## config.mk

```make
export PLATFORM = sky130hd
export DESIGN_NAME = tlv_varint_length_parser_top
export DESIGN_NICKNAME = d
export VERILOG_FILES = /design/src/hw/rtl/tlvp_pkg.sv /design/src/hw/rtl/tlvp_in_stage.sv /design/src/hw/rtl/tlvp_parse_core.sv /design/src/hw/rtl/tlvp_out_stage.sv /design/src/hw/rtl/tlv_varint_length_parser_top.sv
export SDC_FILE = /design/constraint.sdc
export NUM_CORES = 1
export LEC_CHECK = 0
export ABC_AREA = 1
export BUFFER_PORTS_ARGS = -buffer_cell sky130_fd_sc_hd__buf_2
export CAP_MARGIN = 5
export CORE_ASPECT_RATIO = 0.7
export CORE_MARGIN = 1.5
export CORE_UTILIZATION = 56
export CTS_BUF_LIST = sky130_fd_sc_hd__clkbuf_16
export DETAILED_ROUTE_END_ITERATION = 12
export PLACE_DENSITY = 0.74
export SYNTH_ARGS = -nofsm -noshare
export SYNTH_HDL_FRONTEND = slang
export SYNTH_SLANG_ARGS = --single-unit
```

## constraint.sdc

```tcl
create_clock -name clk -period 5.6 [get_ports clk]
set_input_delay 0.84 -clock clk [delete_from_list [all_inputs] [get_ports clk]]
set_output_delay 0.84 -clock clk [all_outputs]
set_load 0.05 [all_outputs]
```

## src/hw/rtl/tlvp_pkg.sv

```systemverilog
// Shared types, codes and constants of the TLV varint length parser.
`default_nettype none

package tlvp_pkg;

  // Default width of buffer offsets and counts.
  localparam int SIZE_BITS_DEF = 16;

  // Configuration port shape.
  localparam int CFG_IDX_W  = 1;
  localparam int CFG_DATA_W = 16;

  // Configuration register indexes.
  typedef enum logic [CFG_IDX_W-1:0] {
    REG_BUFFER_SIZE = 1'b0,
    REG_MATCH_TAG   = 1'b1
  } cfg_reg_t;

  // Role of one byte within the buffer.
  typedef enum logic [2:0] {
    ROLE_TAG     = 3'd0,
    ROLE_LEN     = 3'd1,
    ROLE_VALUE   = 3'd2,
    ROLE_PAD     = 3'd3,
    ROLE_IGNORED = 3'd4
  } role_t;

  // Parse status reported with every result item.
  typedef enum logic [2:0] {
    ST_BUSY     = 3'd0,
    ST_END      = 3'd1,
    ST_PAD_END  = 3'd2,
    ST_BAD_LEN  = 3'd3,
    ST_OVERRUN  = 3'd4
  } status_t;

  // Parser phase.
  typedef enum logic [1:0] {
    PH_TAG  = 2'd0,
    PH_LEN  = 2'd1,
    PH_VAL  = 2'd2,
    PH_DONE = 2'd3
  } phase_t;

  // Length byte fields.
  localparam logic [7:0] LEN_DATA_MASK = 8'h7F;
  localparam logic [7:0] LEN_MORE_BIT  = 8'h80;

  // One input item.
  typedef struct packed {
    logic [7:0] data_byte;
    logic       start_of_buffer;
  } src_item_t;

  // One result item.
  typedef struct packed {
    logic [2:0]  byte_role;
    logic [7:0]  record_tag;
    logic [31:0] record_length;
    logic [7:0]  value_byte;
    logic [15:0] value_index;
    logic        record_done;
    logic        first_match_res;
    logic [2:0]  parse_status;
  } res_item_t;

endpackage

`default_nettype wire

```

## src/hw/rtl/tlvp_in_stage.sv

```systemverilog
// Input register stage: holds one accepted item until the parser takes it.
`default_nettype none

module tlvp_in_stage (
  input  wire                 clk,
  input  wire                 rst,
  input  wire                 src_valid,
  output logic                src_stall,
  input  tlvp_pkg::src_item_t src_item,
  input  wire                 advance_ok,
  output logic                step,
  output tlvp_pkg::src_item_t held_item
);
  import tlvp_pkg::*;

  logic full;

  // The held item moves on whenever the result register can load.
  assign step      = full && advance_ok;
  assign src_stall = full && !advance_ok;

  // Occupancy flag.
  always_ff @(posedge clk) begin
    if (rst) begin
      full <= 1'b0;
    end else if (src_valid && !src_stall) begin
      full <= 1'b1;
    end else if (step) begin
      full <= 1'b0;
    end
  end

  // Payload register.
  always_ff @(posedge clk) begin
    if (src_valid && !src_stall) begin
      held_item <= src_item;
    end
  end

endmodule

`default_nettype wire

```

## src/hw/rtl/tlvp_parse_core.sv

```systemverilog
// Parser state and the per-byte record splitting logic.
`default_nettype none

module tlvp_parse_core #(
  parameter int SIZE_BITS = tlvp_pkg::SIZE_BITS_DEF
) (
  input  wire                 clk,
  input  wire                 rst,
  input  wire                 step,
  input  tlvp_pkg::src_item_t item,
  input  wire [SIZE_BITS-1:0] buffer_size,
  input  wire [7:0]           match_tag,
  output tlvp_pkg::res_item_t result
);
  import tlvp_pkg::*;

  // Parser state.
  phase_t               parse_phase, parse_phase_next;
  logic [SIZE_BITS-1:0] byte_offset, byte_offset_next;
  logic [7:0]           current_tag, current_tag_next;
  logic [31:0]          length_accumulator, length_accumulator_next;
  logic [SIZE_BITS-1:0] value_remaining, value_remaining_next;
  logic [SIZE_BITS-1:0] value_position, value_position_next;
  logic                 match_seen, match_seen_next;
  status_t              end_status, end_status_next;

  // Working values.
  phase_t               ph;
  logic [SIZE_BITS-1:0] off;
  logic [SIZE_BITS-1:0] off_inc;
  logic [SIZE_BITS-1:0] bytes_left;
  logic [31:0]          acc_sum;
  logic [31:0]          pos_wide;
  logic [7:0]           b;
  logic                 done;
  logic                 first;
  role_t                role;
  status_t              status;
  logic [7:0]           vbyte;
  logic [15:0]          vindex;

  // Next state and the result of one byte.
  always_comb begin
    b   = item.data_byte;
    // A buffer start clears the parse before the byte is used.
    if (item.start_of_buffer) begin
      ph                      = PH_TAG;
      off                     = '0;
      current_tag_next        = '0;
      length_accumulator_next = '0;
      value_remaining_next    = '0;
      value_position_next     = '0;
      match_seen_next         = 1'b0;
      end_status_next         = ST_BUSY;
    end else begin
      ph                      = parse_phase;
      off                     = byte_offset;
      current_tag_next        = current_tag;
      length_accumulator_next = length_accumulator;
      value_remaining_next    = value_remaining;
      value_position_next     = value_position;
      match_seen_next         = match_seen;
      end_status_next         = end_status;
    end
    parse_phase_next = ph;
    byte_offset_next = off;
    off_inc          = off + SIZE_BITS'(1);
    bytes_left       = (buffer_size > off_inc) ? (buffer_size - off_inc) : '0;
    acc_sum          = length_accumulator_next + {24'b0, b & LEN_DATA_MASK};
    pos_wide         = 32'(value_position_next);
    role             = ROLE_IGNORED;
    status           = ST_BUSY;
    vbyte            = '0;
    vindex           = '0;
    done             = 1'b0;
    first            = 1'b0;

    case (ph)
      PH_DONE: begin
        status = end_status_next;
      end
      PH_TAG: begin
        if (off >= buffer_size) begin
          // Byte beyond the buffer end.
          status           = ST_END;
          end_status_next  = ST_END;
          parse_phase_next = PH_DONE;
        end else begin
          current_tag_next        = b;
          length_accumulator_next = '0;
          value_position_next     = '0;
          value_remaining_next    = '0;
          byte_offset_next        = off_inc;
          role                    = ROLE_TAG;
          if (off_inc == buffer_size) begin
            // A tag as the last byte: zero padding, or a cut-off record.
            if (b == 8'd0) begin
              role   = ROLE_PAD;
              status = ST_PAD_END;
            end else begin
              status = ST_BAD_LEN;
            end
            end_status_next  = status;
            parse_phase_next = PH_DONE;
          end else begin
            parse_phase_next = PH_LEN;
          end
        end
      end
      PH_LEN: begin
        role             = ROLE_LEN;
        byte_offset_next = off_inc;
        if ((b & LEN_MORE_BIT) != 8'd0) begin
          // Another length byte follows.
          length_accumulator_next = acc_sum << 7;
          if (off_inc >= buffer_size) begin
            status           = ST_BAD_LEN;
            end_status_next  = ST_BAD_LEN;
            parse_phase_next = PH_DONE;
          end
        end else begin
          length_accumulator_next = acc_sum;
          if (acc_sum > 32'(bytes_left)) begin
            status           = ST_OVERRUN;
            end_status_next  = ST_OVERRUN;
            parse_phase_next = PH_DONE;
          end else if (acc_sum == 32'd0) begin
            done = 1'b1;
          end else begin
            value_remaining_next = acc_sum[SIZE_BITS-1:0];
            value_position_next  = '0;
            parse_phase_next     = PH_VAL;
          end
        end
      end
      PH_VAL: begin
        role                 = ROLE_VALUE;
        vbyte                = b;
        vindex               = pos_wide[15:0];
        value_position_next  = value_position_next + SIZE_BITS'(1);
        value_remaining_next = value_remaining_next - SIZE_BITS'(1);
        byte_offset_next     = off_inc;
        done                 = (value_remaining_next == '0);
      end
      default: begin
        status = end_status_next;
      end
    endcase

    // Record completion: first-match flag and end of buffer.
    if (done) begin
      if (current_tag_next == match_tag && !match_seen_next) begin
        first           = 1'b1;
        match_seen_next = 1'b1;
      end
      if (byte_offset_next >= buffer_size) begin
        status           = ST_END;
        end_status_next  = ST_END;
        parse_phase_next = PH_DONE;
      end else begin
        parse_phase_next = PH_TAG;
      end
    end

    result.byte_role       = role;
    result.record_tag      = current_tag_next;
    result.record_length   = length_accumulator_next;
    result.value_byte      = vbyte;
    result.value_index     = vindex;
    result.record_done     = done;
    result.first_match_res = first;
    result.parse_status    = status;
  end

  // State registers, updated once per processed byte.
  always_ff @(posedge clk) begin
    if (rst) begin
      parse_phase        <= PH_TAG;
      byte_offset        <= '0;
      current_tag        <= '0;
      length_accumulator <= '0;
      value_remaining    <= '0;
      value_position     <= '0;
      match_seen         <= 1'b0;
      end_status         <= ST_BUSY;
    end else if (step) begin
      parse_phase        <= parse_phase_next;
      byte_offset        <= byte_offset_next;
      current_tag        <= current_tag_next;
      length_accumulator <= length_accumulator_next;
      value_remaining    <= value_remaining_next;
      value_position     <= value_position_next;
      match_seen         <= match_seen_next;
      end_status         <= end_status_next;
    end
  end

endmodule

`default_nettype wire

```

## src/hw/rtl/tlvp_out_stage.sv

```systemverilog
// Result register stage: holds a result item until the receiver takes it.
`default_nettype none

module tlvp_out_stage (
  input  wire                 clk,
  input  wire                 rst,
  input  wire                 load,
  input  tlvp_pkg::res_item_t load_item,
  output logic                advance_ok,
  output logic                res_valid,
  input  wire                 res_stall,
  output tlvp_pkg::res_item_t res_item
);
  import tlvp_pkg::*;

  // The register can take a new item when empty or being emptied.
  assign advance_ok = !res_valid || !res_stall;

  // Valid flag.
  always_ff @(posedge clk) begin
    if (rst) begin
      res_valid <= 1'b0;
    end else if (load) begin
      res_valid <= 1'b1;
    end else if (!res_stall) begin
      res_valid <= 1'b0;
    end
  end

  // Payload register.
  always_ff @(posedge clk) begin
    if (load) begin
      res_item <= load_item;
    end
  end

endmodule

`default_nettype wire

```

## src/hw/rtl/tlv_varint_length_parser_top.sv

```systemverilog
// Top level of the TLV parser with a big-endian varint length.
//
// Bytes of a buffer enter on the src channel (src_valid, src_stall, src_item),
// with start_of_buffer set on the first byte of each buffer. Every byte gives
// exactly one item on the res channel (res_valid, res_stall, res_item) with
// its role, the record's tag and length so far, value data and parse status.
// The buffer size and the tag to match are written on the cfg port while the
// block is idle; register 0 is buffer_size and register 1 is match_tag.
// Each byte passes an input register, one step of the parse logic and the
// result register; throughput is one byte per cycle while res_stall is low.
// Reset clears the parse state, the valid flags of both registers and the
// configuration.
// When the receiver stalls, the result stays on res_item, the input register
// still takes one more byte if it is empty, and src_stall is then high until
// the result is taken.
`default_nettype none

module tlv_varint_length_parser_top #(
  parameter int SIZE_BITS = tlvp_pkg::SIZE_BITS_DEF
) (
  input  wire                                clk,
  input  wire                                rst,
  input  wire                                src_valid,
  output logic                               src_stall,
  input  tlvp_pkg::src_item_t                src_item,
  output logic                               res_valid,
  input  wire                                res_stall,
  output tlvp_pkg::res_item_t                res_item,
  input  wire                                cfg_we,
  input  wire [tlvp_pkg::CFG_IDX_W-1:0]      cfg_index,
  input  wire [tlvp_pkg::CFG_DATA_W-1:0]     cfg_data
);
  import tlvp_pkg::*;

  logic [SIZE_BITS-1:0] buffer_size;
  logic [7:0]           match_tag;
  logic [31:0]          cfg_wide;
  logic                 step;
  logic                 advance_ok;
  src_item_t            held_item;
  res_item_t            step_result;

  assign cfg_wide = {16'b0, cfg_data};

  // Configuration registers.
  always_ff @(posedge clk) begin
    if (rst) begin
      buffer_size <= '0;
      match_tag   <= '0;
    end else if (cfg_we) begin
      case (cfg_index)
        REG_BUFFER_SIZE: buffer_size <= cfg_wide[SIZE_BITS-1:0];
        REG_MATCH_TAG:   match_tag   <= cfg_data[7:0];
        default: begin
        end
      endcase
    end
  end

  // Input register.
  tlvp_in_stage u_in (
    .clk        (clk),
    .rst        (rst),
    .src_valid  (src_valid),
    .src_stall  (src_stall),
    .src_item   (src_item),
    .advance_ok (advance_ok),
    .step       (step),
    .held_item  (held_item)
  );

  // Parse logic and state.
  tlvp_parse_core #(
    .SIZE_BITS (SIZE_BITS)
  ) u_core (
    .clk         (clk),
    .rst         (rst),
    .step        (step),
    .item        (held_item),
    .buffer_size (buffer_size),
    .match_tag   (match_tag),
    .result      (step_result)
  );

  // Result register.
  tlvp_out_stage u_out (
    .clk        (clk),
    .rst        (rst),
    .load       (step),
    .load_item  (step_result),
    .advance_ok (advance_ok),
    .res_valid  (res_valid),
    .res_stall  (res_stall),
    .res_item   (res_item)
  );

endmodule

`default_nettype wire

```

After elaboration in Yosys (flattened, before gate mapping)
Index checks and enable logic that the tools add are counted.
{ "totals": {"input_bits": 31, "wordCells": 124, "reg_bits": 201, "out_inout_bits": 74} }
{ "classes": {"muxes": 67, "n_eq_ne": 6, "reduce_logical": 18, "n_bitwise": 1, "n_lt_le_gt_ge": 5, "add_sub_neg": 5} }
{ "ops": {"columns": ["op", "count"], "rows": [
  ["16-bit 2-to-1 mux", 13],
  ["32-bit 2-to-1 mux", 3],
  ["16-bit one-hot mux with 3 select lines", 2],
  ["32-bit one-hot mux with 2 select lines", 1],
  ["16-bit >= comparator", 3],
  ["3-bit 2-to-1 mux", 16],
  ["16-bit by 1-bit adder with 16-bit output (second input constant)", 2],
  ["32-bit by 7-bit adder with 32-bit output", 1],
  ["32-bit by 16-bit greater-than comparator with 1-bit output", 1],
  ["32-bit logical NOT", 1],
  ["16-bit one-hot mux with 2 select lines", 1],
  ["8-bit 2-to-1 mux", 3],
  ["2-bit 2-to-1 mux", 11],
  ["3-bit one-hot mux with 3 select lines", 2],
  ["16-bit equality test", 1],
  ["16-bit greater-than comparator", 1],
  ["16-bit logical NOT", 1],
  ["16-bit by 1-bit subtractor with 16-bit output (second input constant)", 1],
  ["16-bit subtractor", 1],
  ["1-bit 2-to-1 mux", 12],
  ["8-bit equality test", 1],
  ["8-bit logical NOT", 1],
  ["3-bit one-hot mux with 2 select lines", 1],
  ["1-bit logical NOT", 5],
  ["other kinds (12)", 17]
]} }

Depth between registers and ports, before layout
Gate-level depths: netlist of run 1.
{ "logic_depth": {"ltp_word": 10, "depth_mapped": 45} }

By module
From an unflattened synthesis of run 1, not the netlist that was laid out.
{ "hier_totals": {"cells_unflattened": 2171, "hier_area_um2": 14700.3} }
{ "modules_own_cells": {"columns": ["mod", "n_inst", "cells_each", "area_each_um2", "seq_area_each_um2"], "rows": [
  ["tlvp_parse_core", 1, 1936, 11051.8, 1881.8],
  ["tlvp_out_stage", 1, 76, 2200.9, 2182.1],
  ["tlv_varint_length_parser_top", 1, 141, 1121.1, 480.5],
  ["tlvp_in_stage", 1, 18, 326.6, 290.3]
]} }

Worst setup path after synthesis of run 1
No wires, ideal clock.
{ "synth_timing": {"path_type": "register -> register", "startpoint": "register, netlist name u_in.held_item[0]", "endpoint": "register u_core.value_remaining[11]", "required_ns": 5.481, "t_arrival_ns": 6.044, "path_slack_ns": -0.563, "stages_incl_launch_ff": 40, "setup_ns": 0.119, "path_buffers": 7, "cell_sequence": "edfxtp_1 > buf_6 > buf_2 > buf_2 > buf_1 > buf_1 > nor2_1 > ha_1 > inv_1 > nor3_1 > nand4_1 > or2_1 > nor2_1 > nand2_1 > inv_1 > nand4_1 > nor2_1 > xor2_1 > [... 4 more ...] > nand3_1 > nand2_1 > clkbuf_1 > a21oi_1 > o21ai_0 > ha_1 > a21oi_1 > o21a_1 > o221ai_1 > nand2_1 > nand3_1 > nand2_1 > nand3_2 > buf_2 > o211ai_1 > nand3_1 > nand2_1 > a21oi_1"} }
{ "synth_between": {"elab_chain_len": 8} }
{ "synth_rtl": {"columns": ["element", "line_no", "rtl"], "rows": [
  ["16-bit 2-to-1 mux", "tlvp_parse_core.sv:46", "if (item.start_of_buffer) begin"],
  ["16-bit by 1-bit adder with 16-bit output", "tlvp_parse_core.sv:67", "off_inc = off + SIZE_BITS'(1);"],
  ["16-bit subtractor or 16-bit greater-than comparator (tied branches)", "tlvp_parse_core.sv:68", "bytes_left = (buffer_size > off_inc) ? (buffer_size - off_inc) : '0;"],
  ["16-bit 2-to-1 mux", "tlvp_parse_core.sv:68", null],
  ["32-bit by 16-bit greater-than comparator with 1-bit output", "tlvp_parse_core.sv:123", "if (acc_sum > 32'(bytes_left)) begin"],
  ["16-bit 2-to-1 mux", "tlvp_parse_core.sv:123", null],
  ["16-bit 2-to-1 mux", "tlvp_parse_core.sv:113", "if ((b & LEN_MORE_BIT) != 8'd0) begin"],
  ["16-bit one-hot mux with 3 select lines (*)", "tlvp_parse_core.sv:78", "case (ph)"],
  ["end signal, assigned", "tlvp_parse_core.sv:191", "value_remaining <= value_remaining_next;"],
  ["end, declared", "tlvp_parse_core.sv:22", "logic [SIZE_BITS-1:0] value_remaining, value_remaining_next;"]
]} }
Mark *: on every way between the ends. The rest lies on a longest branch, timed or not.
A chain may end at the register's enable or synchronous reset.

Final worst setup path of run 1
{ "layout_timing": {"startpoint": "register, netlist name u_in.held_item[0]", "endpoint": "register u_core.value_remaining[9]"} }
{ "layout_between": {"elab_chain_len": 8} }
{ "layout_rtl": {"columns": ["element", "line_no"], "rows": [
  ["16-bit 2-to-1 mux", "tlvp_parse_core.sv:46"],
  ["16-bit by 1-bit adder with 16-bit output", "tlvp_parse_core.sv:67"],
  ["16-bit subtractor or 16-bit greater-than comparator (tied branches)", "tlvp_parse_core.sv:68"],
  ["16-bit 2-to-1 mux", "tlvp_parse_core.sv:68"],
  ["32-bit by 16-bit greater-than comparator with 1-bit output", "tlvp_parse_core.sv:123"],
  ["16-bit 2-to-1 mux", "tlvp_parse_core.sv:123"],
  ["16-bit 2-to-1 mux", "tlvp_parse_core.sv:113"],
  ["16-bit one-hot mux with 3 select lines (*)", "tlvp_parse_core.sv:78"]
]} }
Marked as above.

==> run summary, run 1 <==
The flow ran to the end, but the final reports show violations. The final reports fail on negative setup slack. The die extent in y is 136 um.

The buffering stage count on the worst path with inverters included came out at 5. The final-report setup violation count came out at 2. Setup repair after global routing could not meet its margin everywhere. The maximum net fanout on the critical path is 7. The total wirelength of the detailed-routed design is 44.9 mm.

The initial antenna violation count came out at 0. The number of design rule violations left after detail routing came out at 0. Across the whole layout, storage elements account for 4830 um^2. The number of H-tree levels came out at 1. The worst setup path is captured at a register. Entering global routing, the biggest net connects 87 pins.

The post-synthesis cell count came out at 2059. The hold violation total from the final report is 0. The fraction of registers with async set/reset is 0%.

The per-instance average area after synthesis is 6.84 um^2. The number of nets with antenna violations after routing came out at 0. The cell area after technology mapping is 14100 um^2. The average routed wire per standard cell came out at roughly 18 um. The worst relative slew slack came out at roughly 32%.

The number of nets produced by synthesis is 2171. The maximum clock rate is 177 MHz. The tightest min-delay check is of the register to register type.

The highest layer touched by signal routing is met4. The total power density per cell area came out at 271 nW/um^2. The number of maximum-capacitance constraint violations came out at 0. The share of power burned in combinational logic is 30.5%. The post-layout net count is 2279. At the end of the flow the core is filled with cells to 65.7%.

For this run, the slowest stage of the critical path takes 520 ps. After synthesis the netlist holds a flip-flop and latch count of roughly 200. The number of global-route vias before repair is approximately 13000. The period utilization is 101%. Dividing the detail-routed via count by the number of cells gives between 5 and 6. The fraction of synthesized cell area taken by the top area cell type came out at 17.3%. TritonCTS built the clock tree. Yosys attributes the largest share of cell area to edfxtp_1 (17%), dfxtp_1 (17%), nand2_1 (11%).

The total number of vias is around 15000. The part of the total power dissipated in the clock network is between 30% and 40%. The final weighted congestion of routability-driven global placement came out at around 0.95. STA puts the critical path data required time at 6030 ps. The least setup slack across all paths after layout is -40.3 ps. The design draws 4.39 mW. The worst-case IR drop observed on VDD is 0.260 mV. The synthesized design contains 81 enable-type register cells. The slowest cell on the critical path is edfxtp_1. For this design the static power due to leakage is between 7 and 8 nW.

The largest buffer count on any clock path is 3. The number of cells on the worst hold path is 2. The cell family contributing the most delay on the critical path is simple AND/OR/NAND/NOR gates.

The number of max-slew violations in the final report is 0. In this run, distinct cell masters in the synthesized netlist total 54. Among the stages of the critical path, the cell type that occurs most often is nand3_1.

Cell internal power was estimated by the tool at 2.79 mW. The number of diodes is 0. The number of instances in the placed design is 2445. The initial DRC count came out at 1728. The switching portion of total power is 36.5%.

Port buffering added around 100 buffers. The clock-pin slew on the worst setup and hold paths is 60 ps. The die outline width is around 190 um. The library cell used most frequently in the layout, excluding fill and tap cells, is nand2_1. For this design, the sink count on the clock tree is 201. The layout has 2168 filler cells. The routed design could run at a clock period as short as ~5600 ps. The length in cells of the worst reg-to-reg path is 31. Counting buffers and inverters, the worst setup path is 31 cells deep. The detailed placement HPWL is 31.6 mm. Global routing finished with a remaining overflow of 0. The share of cells above drive strength 1 came out at 15.5%. In the detailed route, the total length drawn on met2 is 18.4 mm. The signal arrival time at the worst endpoint is 6070 ps. The clock skew came out at between 40 and 50 ps. The power spent charging and discharging nets came out at 1.60 mW. The tree is rooted in a clkbuf_16.

Compared with the post-synthesis result, the final layout area differs by 15.1%. The wire length of the first global-routing pass is 69.9 mm. The full die area came out at 26100 um^2.

Across every metal layer, demand over resource in global routing totals 33.9%. The Yosys step of the flow raised 0 warnings. The measured slew at the worst slew-check pin is 1010 ps. The initial utilization of the core area, before any placement, comes to between 50 and 60%. The final total negative setup slack came out at -50.6 ps. The detailed router put a total of between 20 and 25 mm of wire on met1. The clock network latency to the later pin of the worst-skew pair came out at 550 ps. The sequential cell fraction of total power is 38.2%. The first-pass iteration count of the detailed router is 6. Summed over all nets, wire length on met3 after detailed routing comes to between 4 and 5 mm. The floorplan has 48 rows. Buffers inserted during clock tree synthesis total 22. The share of the Yosys chip area taken by registers is between 30% and 40%. The critical path in this run is classified as register to register. The top cell types in the final layout, fill and taps aside, are nand2_1 (415), inv_1 (313), nor2_1 (209), a21oi_1 (175), o21ai_0 (166). The largest total area in the synthesized netlist belongs to edfxtp_1. In the synthesized netlist the dominant register cell turns out to be dfxtp_1. The footprint of the multi-input gates is 8070 um^2.

The floorplan step defined a core boundary enclosing 24700 um^2. The boundary pin count is 105. The final non-filler cell total came out at approximately 2500. The worst setup path is launched from a register.
## layout make-up
type | count | area share [%]
multi-input combinational | 1453 | 49.7
sequential | 201 | 29.8
inverter | 327 | 7.64
timing repair buffer | 162 | 6.23
clock buffer | 23 | 3.55
tap | 325 | 2.51
clock inverter | 17 | 0.517
## worst min-delay path, cell delays in order (launching register included)
cell     delay [ps]
dfxtp_1         310
inv_1            60
a21oi_1          50
## timing repair
action / 4_1_cts / 5_1_grt
gates cloned: 0 / 5
pin swaps: 1 / 37
gates resized for setup: 5 / 92
endpoints found under the setup margin: 36 / 43
hold buffers: 0 / 0
buffers inserted: 2 / 16
hold endpoints to repair: 0 / 0
## final timing paths
| kind | slack, ps | endpoint | from |
|---|---|---|---|
| worst max-delay path | -40 | u_core.value_remaining[9] | u_in.held_item[0] |
| worst min-delay path | 470 | match_tag[3] | match_tag[3] |
| worst max register to register | -40 | u_core.value_remaining[9] | u_in.held_item[0] |
| worst min register to register | 470 | match_tag[3] | match_tag[3] |
## Yosys cell counts, types with 4 or more instances
master    number
o21ai_0      178
nand2_1      429
nand2_2       15
ha_1          79
nand4_1       16
clkinv_1       6
a211oi_1       8
o21bai_1       4
buf_2         10
nor2_2        11
inv_2         12
or2_2          8
o211ai_1      14
o21ai_1        4
buf_6          4
dfxtp_1      120
o31ai_1       10
nand3_2        4
buf_1          6
inv_1        309
a21oi_1      192
nor2_1       214
nor2_4         4
a21oi_2        5
o32ai_1        8
clkbuf_1      58
edfxtp_1      81
nor3_1        24
o221ai_1      15
a22oi_1        9
nand3_1      120
xor2_1        29
a31oi_1        8
o22ai_1        7
## through the flow
step	instance area, um^2	setup WS (ps)	hold slack [ps]
after floorplan	14200	20.2	444
after global placement	15000	25.2	456
after detailed placement	15000	-199	465
after CTS	15700	60.9	473
after global routing	16200	-403	482
final	16200	-40.3	470
## layer usage
metal / global-route usage, % / vias to the layer above
met5: 0 / -
met4: 8.31 / 0
met3: 6.29 / 82
met2: 49.5 / 775
met1: 51.0 / 6722
li1: - / 7011
## power by group through the flow
stage | Clock (mW) | Combinational, mW | Sequential (mW)
CTS | 1.38 | 1.19 | 1.67
global placement | 0 | 1.14 | 1.70
detailed placement | 0 | 1.16 | 1.70
floorplan | 0 | 0.768 | 1.78
finish | 1.37 | 1.34 | 1.68
global route | 1.44 | 1.46 | 1.68
## state kept, by name, indices dropped and copies added (netlist names), 2 cells and up
name and cells:
buffer_size 16, match_tag 8, u_core.byte_offset 16, u_core.current_tag 8, u_core.end_status 3, u_core.length_accumulator 32, u_core.parse_phase 2, u_core.value_position 16
u_core.value_remaining 16, u_in.held_item 9, u_out.res_item 72
## logic make-up (layout without fill, tap and decap cells)
group                      count (synthesis)  after routing  share of synthesized area [%]
AOI/OAI and AO/OA                        477            477                           19.0
xor gates and xnor gates                  31             31                           1.93
adders and majority gates                 81             81                           7.30
buffers and inverters                    409            529                           11.4
DFF                                      201            201                           34.3
and+or+nand+nor                          860            864                           26.1
Note: power is estimated with default switching activity, not from simulation.
==> run 2, diff against run 1 <==
SYNTH_HIERARCHICAL = 1   (was unset)
==> run 2 against run 1 <==
  * Clock skew fell by 16 ps
  * Clock power grew 4%
  * Register-to-register slack better by 370 ps
  * Sequential share of layout area decreased by 0.20 points
  * Clock-buffer cell count fell by 1
  * Power up 0.19%
  * Worst setup slack better by 370 ps
  * Non-clock buffer count decreased by 23
  * Via count increased by 3.0%
  * The run now ends clean
  * Utilization down 2.3 points
  * Maximum frequency rose by 7.0%
  * Highest routed layer unchanged
==> run summary, run 2 <==
The clock root buffer is clkbuf_16. The peak ir drop on the vdd network came out at 0.234 mV. The boundary pin count is roughly 110. The area added between synthesis and finish came out at 11.0%. TritonCTS built the clock tree. Traced cell by cell, the critical path runs through buf_4 -> buf_4 -> buf_4 -> nor2_1 -> ha_1 -> a21oi_1 -> o21ai_0 -> a21oi_1 -> and2_1 -> nand2_1 -> nand2_2 -> clkinv_1 -> nor2_2 -> buf_4 -> o32ai_1 -> ha_1 -> nand4_1 -> nor3_1 -> nand2_1 -> nand3_1 -> nand3_2 -> nand2_1 -> a21oi_1.

The maximum single-stage delay on the critical path came out at 460 ps. The critical path runs through a total of 23 cells. The detailed placement HPWL is 35.6 mm.

The per-instance average area after synthesis came out at 6.77 um^2. The first-pass iteration count of the detailed router came out at 8. Between clock sinks in the finished design, the worst skew comes to 25.0 ps. The hold violation total from the final report is 0. By instance count, the leading cell after synthesis is nand2_1.

The tool flagged a number of max-cap violations equal to 0. After synthesis, the cell types taking the most area are edfxtp_1 (17%), dfxtp_1 (16%), nand2_1 (12%). The worst register-to-register path begins at u_in/held_item[0]. For this run, design rule violations remaining after detail routing come to 0. The total number of vias is 15000. The floorplan core area is 25700 um^2. At the later pin of the worst-skew pair, clock insertion delay measures 540 ps. Together, buffers and inverters on the worst path number 5. The residual overflow from global routing came out at 0. Entering global routing, the biggest net connects 83 pins. The port buffer count came out at 104. Synthesis produced about 2200 cells. In the final routed layout, each cell accounts on average for 18.5 um.

The number of global-route vias before repair came to 13400. In this run the number of H-tree levels came out at 1. The routed length on met3 came out at 6.81 mm. The period utilization came out at 94.1%. The fraction of synthesized cell area taken by the top area cell type came out at 16.5%. The fraction of registers with async set/reset is 0%. Counting distinct cell types in the post-synthesis netlist gives 62. The number of enable-type register cells in the synthesized netlist came out at 81.

The number of rows created at floorplan is 49. The warning count from the yosys run came out at 6. The final weighted congestion of routability-driven global placement came out at 0.997. The initial antenna violation count came out at 0. The die outline width came out at 197 um.

The initial DRC count is around 1900. The kind of cell with the highest combined delay along the critical path is simple AND/OR/NAND/NOR gates. In this run the most critical hold path is launched from u_core/value_remaining[1]. When the netlist entered floorplanning its net count stood at 2283. The number of flip-flops under the largest register name is 72.

The worst hold path terminates at u_core/value_remaining[1]. The wire length of the first global-routing pass came out at 73.4 mm. The global router's overall resource usage is 34.6%. Sequential elements use between 30 and 40% of the synthesized area. The register with the highest flop count is u_out/res_item.

The worst relative slew slack is 13.0%. The shortest period the worst path allows is 5270 ps. The post-route netlist has between 10% and 20% of its cells at a drive strength greater than 1.

The largest buffer count on any clock path is 3. Along the worst hold path, the cell count comes to 2. In this run the worst hold path is classified as register to register. The detailed-route vias per instance is 5.79.

The final total negative setup slack came out at 0 ps. The flop and latch count out of synthesis is 201. The number of diodes is 0.

Leaving out fill and tap cells, the most frequent cells in the layout are nand2_1 (452), inv_1 (333), nor2_1 (231), o21ai_0 (188), a21oi_1 (163). For the pin with the worst max-slew slack, the measured transition is ~1300 ps. The register-to-register path setup slack came out at 330 ps. The signal arrival time at the worst endpoint is 5550 ps. After synthesis the cells add up to 14700 um^2. The number of nets with antenna violations after routing came out at 0. The die extent in y is 139 um. The data required time at the worst endpoint is 5880 ps. Along the worst path, the maximum fanout reaches 25. Summed over all instances, the cell type with the most area after synthesis is edfxtp_1.

The number of sinks handled by clock tree synthesis is 201. The total power density per cell area came out at ~270 nW/um^2. After synthesis, the most frequently instantiated cells are nand2_1 (457), inv_1 (334), nor2_1 (237). On the final layout, the worst hold slack is 468 ps.

Based on the critical path, the design can be clocked at up to 190 MHz. The total wirelength of the detailed-routed design is 48.0 mm. The most common library cell in the layout ignoring fill and taps is nand2_1. STA classifies the critical path startpoint as a register. The largest registers in the layout are u_out/res_item (72), u_core/length_accumulator (32).

The clock-pin slew on the worst setup and hold paths is 60 ps. The final-report setup violation count is 0. The static leakage power came out at 7.78 nW. The total clock buffers created by CTS is 22.

The highest routing layer actually used is met4. The starting utilization of the core area came out at 57.1%. The die covers 27200 um^2. The slowest cell on the critical path is nor3_1. The post-layout net count is 2362. By instance count, the cell type seen most on the critical path is buf_4. The number of max-slew violations in the final report is 0. For this block, wires on met1 add up to roughly 22 mm.

The kind of end point of the critical path is a register. The sum of met2 wire segment lengths after detailed routing came out at about 18 mm. The worst setup path is of the register to register kind.

The most used flip-flop cell after synthesis is dfxtp_1. The run finished with clean final reports. The length in cells of the worst reg-to-reg path came out at 23. In this run the critical register-to-register path is captured at u_out/res_item[1].
[run 2: repair_timing]
item / 4_1_cts / 5_1_grt
hold endpoints to repair: 0 / 0
setup endpoints to repair: 0 / 43
buffers inserted: 0 / 5
hold buffers: 0 / 0
resized for setup: 0 / 29
[run 2: per-layer routing]
layer / vias up / track usage [%]
li1: 7250 / -
met1: 6843 / 52.4
met2: 849 / 45.9
met3: 84 / 13.0
met4: 0 / 7.47
met5: - / 0
[run 2: kinds of logic after synthesis]
family,Yosys count,share of synthesized area (%)
AND/OR/NAND/NOR,977,29.7
XOR/XNOR,32,1.91
adder cells (fa/ha/maj),81,7.00
buffers and inverters,435,12.0
AO/OA/AOI/OAI,444,16.4
flip-flops,201,32.9
multiplexers,1,0.0681
[run 2: worst register-to-register path, stage by stage (launching register included)]
cell      delay [ps]
edfxtp_1         360
buf_4            180
buf_4            160
buf_4            240
nor2_1           320
ha_1             310
a21oi_1          170
o21ai_0          100
a21oi_1          120
and2_1           220
nand2_1          130
nand2_2          100
clkinv_1         320
nor2_2           240
buf_4            280
o32ai_1          210
ha_1             350
nand4_1          130
nor3_1           460
nand2_1          110
nand3_1          190
nand3_2          150
nand2_1          120
a21oi_1           60
[run 2: worst max path at each step]
stage / startpoint / to
after floorplan: u_in/held_item[0] / u_out/res_item[3]
after global placement: u_in/held_item[0] / u_core/value_position[4]
after detailed placement: u_in/held_item[0] / u_core/value_position[4]
after CTS: u_in/held_item[0] / u_core/value_position[5]
after global routing: u_in/held_item[0] / u_core/value_remaining[5]
final: u_in/held_item[0] / u_out/res_item[1]
[run 2: where the power goes]
group	total, mW	switching, mW	internal [mW]
clock network	1.43	0.652	0.778
logic	1.29	0.907	0.379
registers	1.68	0.0639	1.62
[run 2: layout make-up]
class / count / area (um^2)
multi-input cells: 1535 / 8260
repair buffers: 139 / 791
clock inverters: 18 / 151
clock buffers: 22 / 551
fillers: 2367 / 9430
inverters: 351 / 1330
flip-flops and latches: 201 / 4830
well taps: 331 / 414
[run 2: stage by stage]
stage | instances | area [um^2] | power, mW | worst slack [ps] | util, %
after floorplan | 2171 | 14700 | 2.58 | 6.49 | -
after global placement | 2552 | 15400 | 2.90 | 307 | 60.0
after detailed placement | 2552 | 15400 | 2.92 | 117 | 60.0
after CTS | 2592 | 16200 | 4.35 | 114 | 62.7
after global routing | 2597 | 16300 | 4.60 | -48.9 | 63.4
final | 2597 | 16300 | 4.40 | 331 | 63.4
